===== src/sv/tbrb_pkg.sv =====
package tbrb_pkg;

   localparam logic [1:0] KIND_ELEMENT  = 2'd0;
   localparam logic [1:0] KIND_RUN      = 2'd1;
   localparam logic [1:0] KIND_OVERFLOW = 2'd2;

   // Controller to datapath commands
   typedef struct packed {
      logic take_item;    // register the accepted item
      logic div_start;    // start the divider
      logic div_step;     // one quotient bit
      logic mul_start;    // start quotient * size
      logic mul_step;     // one multiplier bit
      logic elem_done;    // latch bucket value, update range
      logic scan_step;    // compare entry at scan pointer
      logic apply;        // write increment, decide insert
      logic shift_rd;     // issue read of the entry below the shift pointer
      logic shift_step;   // move one entry up, or drop in the new key
      logic emit_elem;    // load element result
      logic emit_run;     // load run result from read data
      logic emit_ovf;     // load overflow result
      logic end_set;      // close the set
   } tbrb_cmd_type;

   typedef struct packed {
      logic div_done;
      logic mul_done;
      logic scan_done;
      logic shift_done;
      logic run_done;
      logic last_item;
      logic out_busy;
      logic ovf;
   } tbrb_sts_type;

endpackage


===== src/sv/tbrb_if.sv =====
interface tbrb_req_if;
   logic        valid;
   logic        ready;
   logic [31:0] timestamp;
   logic [30:0] base_index;
   logic        last;
   modport source (output valid, timestamp, base_index, last, input ready);
   modport sink (input valid, timestamp, base_index, last, output ready);
endinterface

interface tbrb_rsp_if;
   logic        valid;
   logic        ready;
   logic [1:0]  kind;
   logic [31:0] bucket_value;
   logic [30:0] run_start;
   logic [30:0] run_end;
   logic [31:0] range_low;
   logic [31:0] range_high;
   logic        last_result;
   modport source (output valid, kind, bucket_value, run_start, run_end, range_low,
      range_high, last_result, input ready);
   modport sink (input valid, kind, bucket_value, run_start, run_end, range_low,
      range_high, last_result, output ready);
endinterface

interface tbrb_csr_if;
   logic        valid;
   logic        ready;
   logic [31:0] data;
   modport source (output valid, data, input ready);
   modport sink (input valid, data, output ready);
endinterface


===== src/sv/tbrb_ram.sv =====
module tbrb_ram #(
   parameter int WIDTH = 32,
   parameter int DEPTH = 16
) (
   input  logic                     clock,
   input  logic                     wr_en,
   input  logic [$clog2(DEPTH)-1:0] wr_addr,
   input  logic [WIDTH-1:0]         wr_data,
   input  logic [$clog2(DEPTH)-1:0] rd_addr,
   output logic [WIDTH-1:0]         rd_data
);
   logic [WIDTH-1:0] mem_ff [DEPTH];
   logic [WIDTH-1:0] rd_data_ff;

   always_ff @(posedge clock) begin
      if (wr_en) begin
         mem_ff[wr_addr] <= wr_data;
      end
      rd_data_ff <= mem_ff[rd_addr];
   end

   assign rd_data = rd_data_ff;
endmodule


===== src/sv/tbrb_datapath.sv =====
module tbrb_datapath #(
   parameter int MAX_BUCKETS = 16,
   parameter int COUNT_WIDTH = 24
) (
   input  logic               clock,
   input  logic               reset,
   input  tbrb_pkg::tbrb_cmd_type cmd,
   output tbrb_pkg::tbrb_sts_type sts,
   input  logic [31:0]        req_timestamp,
   input  logic [30:0]        req_base_index,
   input  logic               req_last,
   input  logic               csr_valid,
   input  logic [31:0]        csr_data,
   tbrb_rsp_if.source         rsp
);
   import tbrb_pkg::*;

   localparam int AW = $clog2(MAX_BUCKETS);
   localparam int UW = AW + 1;
   localparam logic [COUNT_WIDTH-1:0] CNT_MAX = {COUNT_WIDTH{1'b1}};
   localparam int ENTRY_W = 32 + COUNT_WIDTH;

   logic [31:0] size_ff;
   logic [31:0] ts_ff;
   logic        last_ff;
   logic [31:0] bs;
   // divider
   logic [31:0] quo_ff;
   logic [32:0] rem_ff;
   logic [5:0]  bit_ff;
   // multiplier
   logic [31:0] prod_ff;
   logic [31:0] mcand_ff;
   logic [31:0] mplier_ff;
   logic [31:0] value_ff;
   // set state
   logic [UW-1:0] used_ff;
   logic [30:0]   base_ff;
   logic          in_set_ff;
   logic          ovf_ff;
   logic [31:0]   low_ff;
   logic [31:0]   high_ff;
   // scan and shift
   logic [UW-1:0] ptr_ff;
   logic          hit_ff;
   logic          found_ff;
   logic [COUNT_WIDTH-1:0] hit_cnt_ff;
   logic [UW-1:0] sh_ff;
   logic          ins_ff;
   logic [30:0]   accum_ff;
   // output register
   logic          ov_ff;
   logic [1:0]    okind_ff;
   logic [31:0]   oval_ff;
   logic [30:0]   ostart_ff;
   logic [30:0]   oend_ff;
   logic [31:0]   olow_ff;
   logic [31:0]   ohigh_ff;
   logic          olast_ff;

   logic              wr_en;
   logic [AW-1:0]     wr_addr;
   logic [ENTRY_W-1:0] wr_data;
   logic [AW-1:0]     rd_addr;
   logic [ENTRY_W-1:0] rd_data;
   logic [31:0]       rd_key;
   logic [COUNT_WIDTH-1:0] rd_cnt;
   logic [32:0]       rem_sh;
   logic [30:0]       run_end;
   logic              insert_now;

   assign bs     = (size_ff == 32'd0) ? 32'd1 : size_ff;
   assign rd_key = rd_data[ENTRY_W-1:COUNT_WIDTH];
   assign rd_cnt = rd_data[COUNT_WIDTH-1:0];
   assign rem_sh = {rem_ff[31:0], ts_ff[5'd31 - bit_ff[4:0]]};
   assign run_end = accum_ff + 31'(rd_cnt);
   assign insert_now = !ovf_ff && !found_ff && used_ff != UW'(MAX_BUCKETS);

   tbrb_ram #(.WIDTH(ENTRY_W), .DEPTH(MAX_BUCKETS)) u_table (
      .clock   (clock),
      .wr_en   (wr_en),
      .wr_addr (wr_addr),
      .wr_data (wr_data),
      .rd_addr (rd_addr),
      .rd_data (rd_data)
   );

   // Read address: scan or run pointer, shift preload, or shift source.
   always_comb begin
      rd_addr = ptr_ff[AW-1:0];
      if (cmd.shift_step) begin
         rd_addr = AW'(sh_ff - UW'(2));
      end else if (cmd.shift_rd) begin
         rd_addr = AW'(sh_ff - UW'(1));
      end
   end

   always_comb begin
      wr_en   = 1'b0;
      wr_addr = ptr_ff[AW-1:0];
      wr_data = {value_ff, COUNT_WIDTH'(1)};
      if (cmd.shift_step) begin
         if (sh_ff != ptr_ff) begin
            // rd_data holds entry sh-1; move it up to sh
            wr_en   = 1'b1;
            wr_addr = AW'(sh_ff);
            wr_data = rd_data;
         end else begin
            // slot at the scan pointer is free now
            wr_en = ins_ff;
         end
      end else if (cmd.apply && !ovf_ff && found_ff) begin
         wr_en   = hit_cnt_ff != CNT_MAX;
         wr_data = {value_ff, hit_cnt_ff + COUNT_WIDTH'(1)};
      end
   end

   assign sts.div_done   = bit_ff == 6'd32;
   assign sts.mul_done   = mplier_ff == 32'd0;
   assign sts.scan_done  = hit_ff || ptr_ff == used_ff;
   assign sts.shift_done = sh_ff == ptr_ff;
   assign sts.run_done   = ptr_ff == used_ff;
   assign sts.last_item  = last_ff;
   assign sts.out_busy   = ov_ff && !rsp.ready;
   assign sts.ovf        = ovf_ff;

   always_ff @(posedge clock) begin
      if (reset) begin
         size_ff   <= 32'd1;
         used_ff   <= '0;
         base_ff   <= '0;
         in_set_ff <= 1'b0;
         ovf_ff    <= 1'b0;
         low_ff    <= '1;
         high_ff   <= '0;
         ov_ff     <= 1'b0;
         bit_ff    <= 6'd32;
      end else begin
         if (csr_valid) begin
            size_ff <= csr_data;
         end
         if (cmd.emit_elem || cmd.emit_ovf || cmd.emit_run) begin
            ov_ff <= 1'b1;
         end else if (ov_ff && rsp.ready) begin
            ov_ff <= 1'b0;
         end
         if (cmd.take_item) begin
            ts_ff   <= req_timestamp;
            last_ff <= req_last;
            if (!in_set_ff) begin
               in_set_ff <= 1'b1;
               base_ff   <= req_base_index;
               used_ff   <= '0;
               ovf_ff    <= 1'b0;
            end
         end
         if (cmd.div_start) begin
            rem_ff <= '0;
            quo_ff <= '0;
            bit_ff <= 6'd0;
         end else if (cmd.div_step) begin
            // restoring division, MSB first
            if (rem_sh >= {1'b0, bs}) begin
               rem_ff <= rem_sh - {1'b0, bs};
               quo_ff <= {quo_ff[30:0], 1'b1};
            end else begin
               rem_ff <= rem_sh;
               quo_ff <= {quo_ff[30:0], 1'b0};
            end
            bit_ff <= bit_ff + 6'd1;
         end
         if (cmd.mul_start) begin
            prod_ff   <= '0;
            mcand_ff  <= bs;
            mplier_ff <= quo_ff;
         end else if (cmd.mul_step) begin
            if (mplier_ff[0]) begin
               prod_ff <= prod_ff + mcand_ff;
            end
            mcand_ff  <= {mcand_ff[30:0], 1'b0};
            mplier_ff <= {1'b0, mplier_ff[31:1]};
         end
         if (cmd.elem_done) begin
            value_ff <= prod_ff;
            if (prod_ff > high_ff) high_ff <= prod_ff;
            if (prod_ff < low_ff) low_ff <= prod_ff;
            ptr_ff   <= '0;
            hit_ff   <= 1'b0;
            found_ff <= 1'b0;
         end
         if (cmd.scan_step) begin
            // rd_data holds entry ptr
            if (rd_key >= value_ff) begin
               hit_ff     <= 1'b1;
               found_ff   <= rd_key == value_ff;
               hit_cnt_ff <= rd_cnt;
            end else begin
               ptr_ff <= ptr_ff + UW'(1);
            end
         end
         if (cmd.apply) begin
            // shift only when a new key goes in
            sh_ff  <= insert_now ? used_ff : ptr_ff;
            ins_ff <= insert_now;
            if (!ovf_ff) begin
               if (found_ff) begin
                  if (hit_cnt_ff == CNT_MAX) ovf_ff <= 1'b1;
               end else if (used_ff == UW'(MAX_BUCKETS)) begin
                  ovf_ff <= 1'b1;
               end else begin
                  used_ff <= used_ff + UW'(1);
               end
            end
         end
         if (cmd.shift_step && sh_ff != ptr_ff) begin
            sh_ff <= sh_ff - UW'(1);
         end
         if (cmd.emit_elem) begin
            okind_ff  <= KIND_ELEMENT;
            oval_ff   <= value_ff;
            ostart_ff <= '0;
            oend_ff   <= '0;
            olow_ff   <= low_ff;
            ohigh_ff  <= high_ff;
            olast_ff  <= !last_ff;
            ptr_ff    <= '0;
            accum_ff  <= base_ff;
         end
         if (cmd.emit_ovf) begin
            okind_ff  <= KIND_OVERFLOW;
            oval_ff   <= '0;
            ostart_ff <= base_ff;
            oend_ff   <= '0;
            olow_ff   <= low_ff;
            ohigh_ff  <= high_ff;
            olast_ff  <= 1'b1;
         end
         if (cmd.emit_run) begin
            okind_ff  <= KIND_RUN;
            oval_ff   <= rd_key;
            ostart_ff <= accum_ff;
            oend_ff   <= run_end;
            olow_ff   <= low_ff;
            ohigh_ff  <= high_ff;
            olast_ff  <= ptr_ff + UW'(1) == used_ff;
            accum_ff  <= run_end;
            ptr_ff    <= ptr_ff + UW'(1);
         end
         if (cmd.end_set) begin
            in_set_ff <= 1'b0;
            used_ff   <= '0;
            ovf_ff    <= 1'b0;
         end
      end
   end

   assign rsp.valid        = ov_ff;
   assign rsp.kind         = okind_ff;
   assign rsp.bucket_value = oval_ff;
   assign rsp.run_start    = ostart_ff;
   assign rsp.run_end      = oend_ff;
   assign rsp.range_low    = olow_ff;
   assign rsp.range_high   = ohigh_ff;
   assign rsp.last_result  = olast_ff;
endmodule


===== src/sv/tbrb_ctrl.sv =====
module tbrb_ctrl (
   input  logic               clock,
   input  logic               reset,
   input  logic               req_valid,
   output logic               req_ready,
   output tbrb_pkg::tbrb_cmd_type cmd,
   input  tbrb_pkg::tbrb_sts_type sts
);
   import tbrb_pkg::*;

   localparam logic [3:0] S_IDLE    = 4'd0;
   localparam logic [3:0] S_DIV     = 4'd1;
   localparam logic [3:0] S_MUL     = 4'd2;
   localparam logic [3:0] S_ELEM    = 4'd3;
   localparam logic [3:0] S_SREAD   = 4'd4;
   localparam logic [3:0] S_SCMP    = 4'd5;
   localparam logic [3:0] S_APPLY   = 4'd6;
   localparam logic [3:0] S_SHRD    = 4'd7;
   localparam logic [3:0] S_SHIFT   = 4'd8;
   localparam logic [3:0] S_EMIT    = 4'd9;
   localparam logic [3:0] S_RREAD   = 4'd10;
   localparam logic [3:0] S_RWAIT   = 4'd11;
   localparam logic [3:0] S_RUN     = 4'd12;
   localparam logic [3:0] S_END     = 4'd13;

   logic [3:0] state_ff;
   logic [3:0] state_in;

   always_comb begin
      cmd       = '0;
      state_in  = state_ff;
      req_ready = 1'b0;
      unique case (state_ff)
         S_IDLE: begin
            req_ready = 1'b1;
            if (req_valid) begin
               cmd.take_item = 1'b1;
               cmd.div_start = 1'b1;
               state_in      = S_DIV;
            end
         end
         S_DIV: begin
            if (sts.div_done) begin
               cmd.mul_start = 1'b1;
               state_in      = S_MUL;
            end else begin
               cmd.div_step = 1'b1;
            end
         end
         S_MUL: begin
            if (sts.mul_done) begin
               state_in = S_ELEM;
            end else begin
               cmd.mul_step = 1'b1;
            end
         end
         S_ELEM: begin
            cmd.elem_done = 1'b1;
            state_in      = S_SREAD;
         end
         S_SREAD: begin
            // wait for the registered read at the scan pointer
            if (sts.ovf) begin
               state_in = S_EMIT;
            end else if (sts.scan_done) begin
               state_in = S_APPLY;
            end else begin
               state_in = S_SCMP;
            end
         end
         S_SCMP: begin
            cmd.scan_step = 1'b1;
            state_in      = S_SREAD;
         end
         S_APPLY: begin
            cmd.apply = 1'b1;
            state_in  = S_SHRD;
         end
         S_SHRD: begin
            // preload: read entry sh-1
            cmd.shift_rd = 1'b1;
            state_in     = S_SHIFT;
         end
         S_SHIFT: begin
            cmd.shift_step = 1'b1;
            if (sts.shift_done) begin
               state_in = S_EMIT;
            end
         end
         S_EMIT: begin
            if (!sts.out_busy) begin
               cmd.emit_elem = 1'b1;
               state_in      = sts.last_item ? S_RREAD : S_IDLE;
            end
         end
         S_RREAD: begin
            if (sts.ovf) begin
               if (!sts.out_busy) begin
                  cmd.emit_ovf = 1'b1;
                  state_in     = S_END;
               end
            end else if (sts.run_done) begin
               state_in = S_END;
            end else begin
               state_in = S_RWAIT;
            end
         end
         S_RWAIT: begin
            state_in = S_RUN;
         end
         S_RUN: begin
            if (!sts.out_busy) begin
               cmd.emit_run = 1'b1;
               state_in     = S_RREAD;
            end
         end
         S_END: begin
            cmd.end_set = 1'b1;
            state_in    = S_IDLE;
         end
         default: begin
            state_in = S_IDLE;
         end
      endcase
   end

   always_ff @(posedge clock) begin
      if (reset) begin
         state_ff <= S_IDLE;
      end else begin
         state_ff <= state_in;
      end
   end
endmodule


===== src/sv/temporal_bucket_run_builder_unit.sv =====
// Channel  Direction  Carries
// req      in         timestamp, base_index, last
// rsp      out        kind, bucket_value, run_start, run_end, range_low/high, last_result
// csr      in         bucket_size write data
//
// Each item runs a 32-step restoring divider, a shift-add multiplier of up to
// 32 steps, a table scan that reads and then compares each entry, and a
// one-entry-per-cycle shift through the table RAM. A last item then reads
// the table back and emits its runs or an overflow result. Reset is synchronous; the table
// needs no clearing. Results wait in one output register while rsp stalls.
module temporal_bucket_run_builder_unit #(
   parameter int MAX_BUCKETS = 16,
   parameter int COUNT_WIDTH = 24
) (
   input logic         clock,
   input logic         reset,
   tbrb_req_if.sink    req,
   tbrb_rsp_if.source  rsp,
   tbrb_csr_if.sink    csr
);
   import tbrb_pkg::*;

   tbrb_cmd_type cmd;
   tbrb_sts_type sts;

   assign csr.ready = 1'b1;

   tbrb_ctrl u_ctrl (
      .clock     (clock),
      .reset     (reset),
      .req_valid (req.valid),
      .req_ready (req.ready),
      .cmd       (cmd),
      .sts       (sts)
   );

   tbrb_datapath #(.MAX_BUCKETS(MAX_BUCKETS), .COUNT_WIDTH(COUNT_WIDTH)) u_dp (
      .clock          (clock),
      .reset          (reset),
      .cmd            (cmd),
      .sts            (sts),
      .req_timestamp  (req.timestamp),
      .req_base_index (req.base_index),
      .req_last       (req.last),
      .csr_valid      (csr.valid),
      .csr_data       (csr.data),
      .rsp            (rsp)
   );
endmodule

===== src/flat_wrapper.sv =====
// flat-port wrapper written by rule: the top's interface ports become plain ports
module temporal_bucket_run_builder_unit_flat import tbrb_pkg::*;
#(
   parameter int MAX_BUCKETS = 16,
   parameter int COUNT_WIDTH = 24
)
  (clock, reset, req_valid, req_timestamp, req_base_index, req_last, req_ready, rsp_valid, rsp_kind, rsp_bucket_value, rsp_run_start, rsp_run_end, rsp_range_low, rsp_range_high, rsp_last_result, rsp_ready, csr_valid, csr_data, csr_ready);
  tbrb_req_if req_i ();
  tbrb_rsp_if rsp_i ();
  tbrb_csr_if csr_i ();
  input logic clock;
  input logic reset;
  input wire logic [$bits(req_i.valid)-1:0] req_valid;
  input wire logic [$bits(req_i.timestamp)-1:0] req_timestamp;
  input wire logic [$bits(req_i.base_index)-1:0] req_base_index;
  input wire logic [$bits(req_i.last)-1:0] req_last;
  output wire logic [$bits(req_i.ready)-1:0] req_ready;
  output wire logic [$bits(rsp_i.valid)-1:0] rsp_valid;
  output wire logic [$bits(rsp_i.kind)-1:0] rsp_kind;
  output wire logic [$bits(rsp_i.bucket_value)-1:0] rsp_bucket_value;
  output wire logic [$bits(rsp_i.run_start)-1:0] rsp_run_start;
  output wire logic [$bits(rsp_i.run_end)-1:0] rsp_run_end;
  output wire logic [$bits(rsp_i.range_low)-1:0] rsp_range_low;
  output wire logic [$bits(rsp_i.range_high)-1:0] rsp_range_high;
  output wire logic [$bits(rsp_i.last_result)-1:0] rsp_last_result;
  input wire logic [$bits(rsp_i.ready)-1:0] rsp_ready;
  input wire logic [$bits(csr_i.valid)-1:0] csr_valid;
  input wire logic [$bits(csr_i.data)-1:0] csr_data;
  output wire logic [$bits(csr_i.ready)-1:0] csr_ready;
  assign req_i.valid = req_valid;
  assign req_i.timestamp = req_timestamp;
  assign req_i.base_index = req_base_index;
  assign req_i.last = req_last;
  assign req_ready = req_i.ready;
  assign rsp_valid = rsp_i.valid;
  assign rsp_kind = rsp_i.kind;
  assign rsp_bucket_value = rsp_i.bucket_value;
  assign rsp_run_start = rsp_i.run_start;
  assign rsp_run_end = rsp_i.run_end;
  assign rsp_range_low = rsp_i.range_low;
  assign rsp_range_high = rsp_i.range_high;
  assign rsp_last_result = rsp_i.last_result;
  assign rsp_i.ready = rsp_ready;
  assign csr_i.valid = csr_valid;
  assign csr_i.data = csr_data;
  assign csr_ready = csr_i.ready;
  temporal_bucket_run_builder_unit #(.MAX_BUCKETS(MAX_BUCKETS), .COUNT_WIDTH(COUNT_WIDTH)) u_core (.clock(clock), .reset(reset), .req(req_i), .rsp(rsp_i), .csr(csr_i));
endmodule

===== config.mk =====
export PLATFORM = sky130hd
export DESIGN_NAME = temporal_bucket_run_builder_unit_flat
export DESIGN_NICKNAME = d
export VERILOG_FILES = /design/src/sv/tbrb_pkg.sv /design/src/sv/tbrb_if.sv /design/src/sv/tbrb_ram.sv /design/src/sv/tbrb_datapath.sv /design/src/sv/tbrb_ctrl.sv /design/src/sv/temporal_bucket_run_builder_unit.sv /design/src/flat_wrapper.sv
export SDC_FILE = /design/constraint.sdc
export NUM_CORES = 2
export LEC_CHECK = 0
export BUFFER_PORTS_ARGS = -buffer_cell sky130_fd_sc_hd__buf_2
export CORE_MARGIN = 3
export CORE_UTILIZATION = 30
export DETAILED_ROUTE_END_ITERATION = 12
export PLACE_DENSITY = 0.48
export RECOVER_POWER = 50
export SYNTH_ARGS = -nofsm -noshare
export SYNTH_HDL_FRONTEND = slang
export SYNTH_HIERARCHICAL = 1
export SYNTH_SLANG_ARGS = --single-unit

===== constraint.sdc =====
create_clock -name clock -period 11.65 [get_ports clock]
set_input_delay 2.33 -clock clock [delete_from_list [all_inputs] [get_ports clock]]
set_output_delay 2.33 -clock clock [all_outputs]
set_load 0.05 [all_outputs]

# [Word-level counts from Yosys, hierarchy flattened]
# Memory sizes are Yosys's and may differ from the RTL's. A register that Yosys moved wholly into a read port is not among the register bits.
# Cells that the tools add are included.
[classes] n_bitwise=2 n_addsub=10 muxes=109 n_reduce_logical=41 n_lt_le_gt_ge=5 shift=0 n_eq_ne=30 n_mul=0 div=0
[ops] op="32-bit 2-to-1 mux" count=19
[ops] op="31-bit 2-to-1 mux" count=7
[ops] op="56-bit 2-to-1 mux" count=2
[ops] op="5-bit 2-to-1 mux" count=14
[ops] op="32-bit logical NOT" count=2
[ops] op="4-bit 2-to-1 mux" count=14
[ops] op="4-bit one-hot mux with 12 select lines" count=1
[ops] op="1-bit 2-to-1 mux" count=41
[ops] op="33-bit by 32-bit >= comparator with 1-bit output" count=1
[ops] op="32-bit adder" count=1
[ops] op="32-bit == test" count=1
[ops] op="32-bit >= comparator" count=1
[ops] op="32-bit greater-than comparator" count=1
[ops] op="32-bit less-than comparator" count=1
[ops] op="32-bit subtractor" count=1
[ops] op="31-bit by 24-bit adder with 31-bit output" count=1
[ops] op="24-bit by 1-bit adder with 24-bit output (second input constant)" count=1
[ops] op="24-bit == test (second input constant)" count=1
[ops] op="4-bit == test (second input constant)" count=6
[ops] op="24-bit 2-to-1 mux" count=1
[ops] op="24-bit != test (second input constant)" count=1
[ops] op="2-bit AND reduction" count=11
[ops] op="4-bit by 3-bit == test with 1-bit output (second input constant)" count=4
[ops] op="5-bit == test" count=3
[ops] op="other kinds (29)" count=61
[totals] register_bits=599 ramBits=896 wordCells=231 inputBits=101 latch_bits=0 rom_bits=0 out_inout_bits=164 n_memories=1
[memory_table] name="u_core.u_dp.u_table.mem_ff" words=16 word_bits=56 read_ports=1 rd_clocked_by_memory_dff=1 write_ports=1 line_no="tbrb_ram.sv:12" text="logic [WIDTH-1:0] mem_ff [DEPTH];"

# [Depth between registers and ports, before layout]
[logic_depth] ltp_word=8 ltp_mapped=15 depth_no_buf=14

# [Cells and area by module]
# The synthesis kept the hierarchy.
[by_module_without_submodules] mod="tbrb_ram" seq_area_each_um2=28026.9 cells_per_inst=1445 instances=1 area_per_inst_um2=34678.3
[by_module_without_submodules] mod="tbrb_datapath" seq_area_each_um2=16455.8 cells_per_inst=2815 instances=1 area_per_inst_um2=30944.7
[by_module_without_submodules] mod="tbrb_ctrl" seq_area_each_um2=80.1 cells_per_inst=71 instances=1 area_per_inst_um2=483.0
[by_module_without_submodules] mod="temporal_bucket_run_builder_unit" seq_area_each_um2=0.0 cells_per_inst=2 instances=1 area_per_inst_um2=11.3

# [Worst setup path after synthesis]
# OpenSTA, ideal clock, no wires.
[synth_path] path_kind="input-to-reg" from="in rsp_ready" to="reg u_core.u_dp.oval_ff[0] (netlist: u_core/u_dp/rsp.bucket_value[0]), enable pin" required_ns=10.965 path_buffers=0 cell_stages=4 arrival_time_ns=9.904 setup_time_ns=0.685 path_slack_ns=1.062 cell_sequence="nor2b_1 > nor4_1 > nor3_1 > nor2_1"
[synth_lines] item="from (decl)" line_no="flat_wrapper.sv:26" text="input wire logic [$bits(rsp_i.ready)-1:0] rsp_ready;"
[synth_lines] item="to (signal assigned)" line_no="tbrb_datapath.sv:220" text="oval_ff <= value_ff;"
[synth_lines] item="to (signal assigned)" line_no="tbrb_datapath.sv:240" text="oval_ff <= rd_key;"
[synth_lines] item="to (decl)" line_no="tbrb_datapath.sv:54" text="logic [31:0] oval_ff;"

# [Worst setup path in the final report]
[layout_path] from="in reset" to="reg u_core.u_dp.high_ff[28]"
[layout_lines] item="from (decl)" line_no="flat_wrapper.sv:12" text="input logic reset;"
[layout_lines] item="to (signal assigned)" line_no="tbrb_datapath.sv:185" text="if (prod_ff > high_ff) high_ff <= prod_ff;"
[layout_lines] item="to (decl)" line_no="tbrb_datapath.sv:42" text="logic [31:0] high_ff;"
# No word-level cell between the ends.

==> flow_summary.json <==
{
  "outcome": "complete, but fails checks",
  "violations": "capacitance limit, slew limit",
  "syn2layout_area_growth_pct": 15.4,
  "vias": 38000,
  "port_buffers": 263,
  "synth_cells": 4333,
  "ios": 265,
  "setup-violations-final": 0,
  "start_util_pct": 30.3,
  "htreeDepth": 4,
  "grt_usage_pct": 15.6,
  "slew_headroom_pct": -159,
  "core-area_um2": 218000,
  "ctsHoldBuffers": 0,
  "fin_crit_ps": 7370,
  "synth_compound_area_share_pct": 7.64,
  "die_w_um": 475,
  "vias_per_cell": 4.96,
  "cts_resized": 0,
  "synthAdderAreaFrac_pct": 3.71,
  "layout_common_cells": "edfxtp_1, nand2_1, mux4_2, buf_2, nor2_1",
  "grt_remaining_overflow": 0,
  "postCtsSetupBuffers": 0,
  "routabilityCongestion": 0.806,
  "synthSimpleGateAreaFrac_pct": 6.29,
  "synth.distinct_cells": 88,
  "dieArea_um2": 226000,
  "ys_async_sr_fraction_pct": 0,
  "yosysSeqAreaShare_pct": 67.4,
  "ys_ff_latch": 1551,
  "cts-root-buf": "clkbuf_16",
  "synth_mux_area_share_pct": 10.7,
  "pre_cts_slack_ps": 5720,
  "synth.avg_cell_area_um2": 15.3,
  "final_util_pct": 35.0,
  "worstSkewPairLatency_ps": 810,
  "yosys_warnings": 6,
  "synth_edf_count": 1350,
  "power_density_nw_per_um2": 187,
  "cp_max_fo": 49,
  "slew_viol_final": 719,
  "clk_pin_slew_worst_paths_ps": 60,
  "rsz0062_at_grt": "false",
  "cts_buffer_depth": 3,
  "drc": 0,
  "setup.worst_path.start_class": "primary input",
  "synth_top_family_by_area": "multiplexers",
  "cp.arrival_ps": 7900,
  "antenna_found_initial": 14,
  "syn_area_um2": 66100,
  "grt_pass1_wl_mm": 262,
  "ys.flop_type": "edfxtp_1",
  "ir_worst_vdd_mv": 0.158,
  "cts_tree": "built",
  "final_common_cell": "edfxtp_1",
  "nets": 4959,
  "hold_viol_final": 0,
  "synthXorXnorAreaFrac_pct": 1.68,
  "initialDrtViolationCount": 3056,
  "grt_pass1_vias": 38300,
  "grt_max_degree": 159,
  "critPathKind": "in2reg",
  "final.setup.worst_slack_ps": 4280,
  "drive_gt1_share_pct": 18.9,
  "fmaxAchievable_ghz": 0.136,
  "end_kind": "flop",
  "drt_wl_total_mm": 180,
  "p_leak_nw": 25.4,
  "tightest_slew_ps": 3880,
  "drt-pass1-iter-count": 5,
  "dp_hpwl_mm": 112,
  "antenna_left": 0,
  "wire_per_inst_um": 23.5,
  "die_y_um": 475,
  "cap_violations": 18,
  "post-route-period-util_pct": 63.3,
  "synthesis.nets": 4628,
  "rows": 171,
  "hp-class": "reg2reg",
  "cts_inserted_buffers": 165,
  "fin_setup_tns_ps": 0,
  "fin_skew_ps": 54.8,
  "cp.required_ps": 12180,
  "clock-sinks": 1551
}
logic make-up (layout without fill, tap and decap cells):
group	count (synthesis)	in the layout
buffers and inverters	390	862
multiplexers	403	403
other	1	5
adder cells (fa/ha/maj)	194	194
XOR/XNOR	127	127
flip-flops	1551	1551
AO/OA/AOI/OAI	757	757
AND/OR/NAND/NOR	910	910
where the power goes:
| group | switching [mW] | internal (mW) | total, mW | leakage (nW) |
|---|---|---|---|---|
| registers | 0.264 | 6.41 | 6.67 | 13.3 |
| clock network | 2.26 | 3.06 | 5.32 | 2.69 |
| logic | 1.31 | 0.948 | 2.26 | 9.34 |
path summary, 6_finish.rpt:
check,startpoint,endpoint,slack [ps],depth (start not counted)
min,u_core/u_dp/low_ff[25],u_core/u_dp/rsp.range_low[25],440,0
min reg2reg,u_core/u_dp/low_ff[25],u_core/u_dp/rsp.range_low[25],440,0
max reg2reg,u_core/u_dp/bit_ff[0],u_core/u_dp/prod_ff[31],4430,10
max,reset,u_core/u_dp/high_ff[28],4280,4
state kept, by name, summed over array words and instances, names as in the netlist, 6 cells and up:
register                      count
u_core/u_dp/accum_ff             31
u_core/u_dp/base_ff              31
u_core/u_dp/bit_ff                6
u_core/u_dp/high_ff              32
u_core/u_dp/hit_cnt_ff           24
u_core/u_dp/low_ff               32
u_core/u_dp/mcand_ff             32
u_core/u_dp/mplier_ff            32
u_core/u_dp/prod_ff              32
u_core/u_dp/quo_ff               32
u_core/u_dp/rem_ff               32
u_core/u_dp/rsp.bucket_value     32
u_core/u_dp/rsp.range_high       32
u_core/u_dp/rsp.range_low        32
u_core/u_dp/rsp.run_end          31
u_core/u_dp/rsp.run_start        31
u_core/u_dp/size_ff              32
u_core/u_dp/ts_ff                32
u_core/u_dp/u_table/mem_ff      896
u_core/u_dp/u_table/rd_data      56
u_core/u_dp/value_ff             32
worst max-delay path, stage by stage:
cell and delay (ps):
clkbuf_1 1050, clkbuf_1 2200, clkbuf_1 2020, nor2_1 150
routing by layer:
| metal | vias to the layer above | global-route usage, % | wire [um] | part of all wire (%) |
|---|---|---|---|---|
| met5 | - | 0 | 54 | 0.030 |
| met4 | 8 | 4.37 | 4410 | 2.5 |
| met3 | 254 | 2.59 | 9150 | 5.1 |
| met2 | 964 | 24.7 | 82700 | 46 |
| met1 | 19500 | 22.2 | 83400 | 46 |
| li1 | 17300 | - | - | - |
synth_stat cells (24+ instances only):
master	number	area share, %
edfxtp_1	1350	61
nand2_1	363	2.1
nor2_1	243	1.4
mux4_2	234	8.0
dfxtp_1	201	6.1
ha_1	191	3.6
inv_1	171	0.97
o21ai_0	154	1.2
a21oi_1	151	1.1
clkbuf_1	149	0.85
a22oi_1	112	1.3
a21o_1	103	1.2
mux2i_1	95	1.4
mux2_2	73	1.2
o211ai_1	71	0.81
xor2_1	68	0.90
nor2b_1	65	0.62
xnor2_1	59	0.78
o31ai_1	39	0.44
nand4_1	37	0.35
nor3_1	37	0.28
nand3_1	33	0.25
nor4_1	24	0.23
final cells by class:
cell class                      count  area, um^2
Inverter                          172         646
Multi-Input combinational cell   2392       20100
Tap cell                         2854        3570
Sequential cell                  1551       44600
Clock buffer                      232        4600
Antenna cell                        4        10.0
Timing Repair Buffer              382        1940
Fill cell                       21000      142000
Clock inverter                     76         923
through the flow:
stage	hold slack (ps)	cells	area [um^2]	power, mW
2_1_floorplan	408	4333	66100	8.39
3_3_place_gp	423	7351	71100	9.03
3_5_place_dp	420	7351	71100	9.05
4_1_cts	443	7659	76700	14.4
6_report	440	7663	76300	14.3
5_1_grt	459	7661	76300	14.9
(Power assumes the default switching activity.)
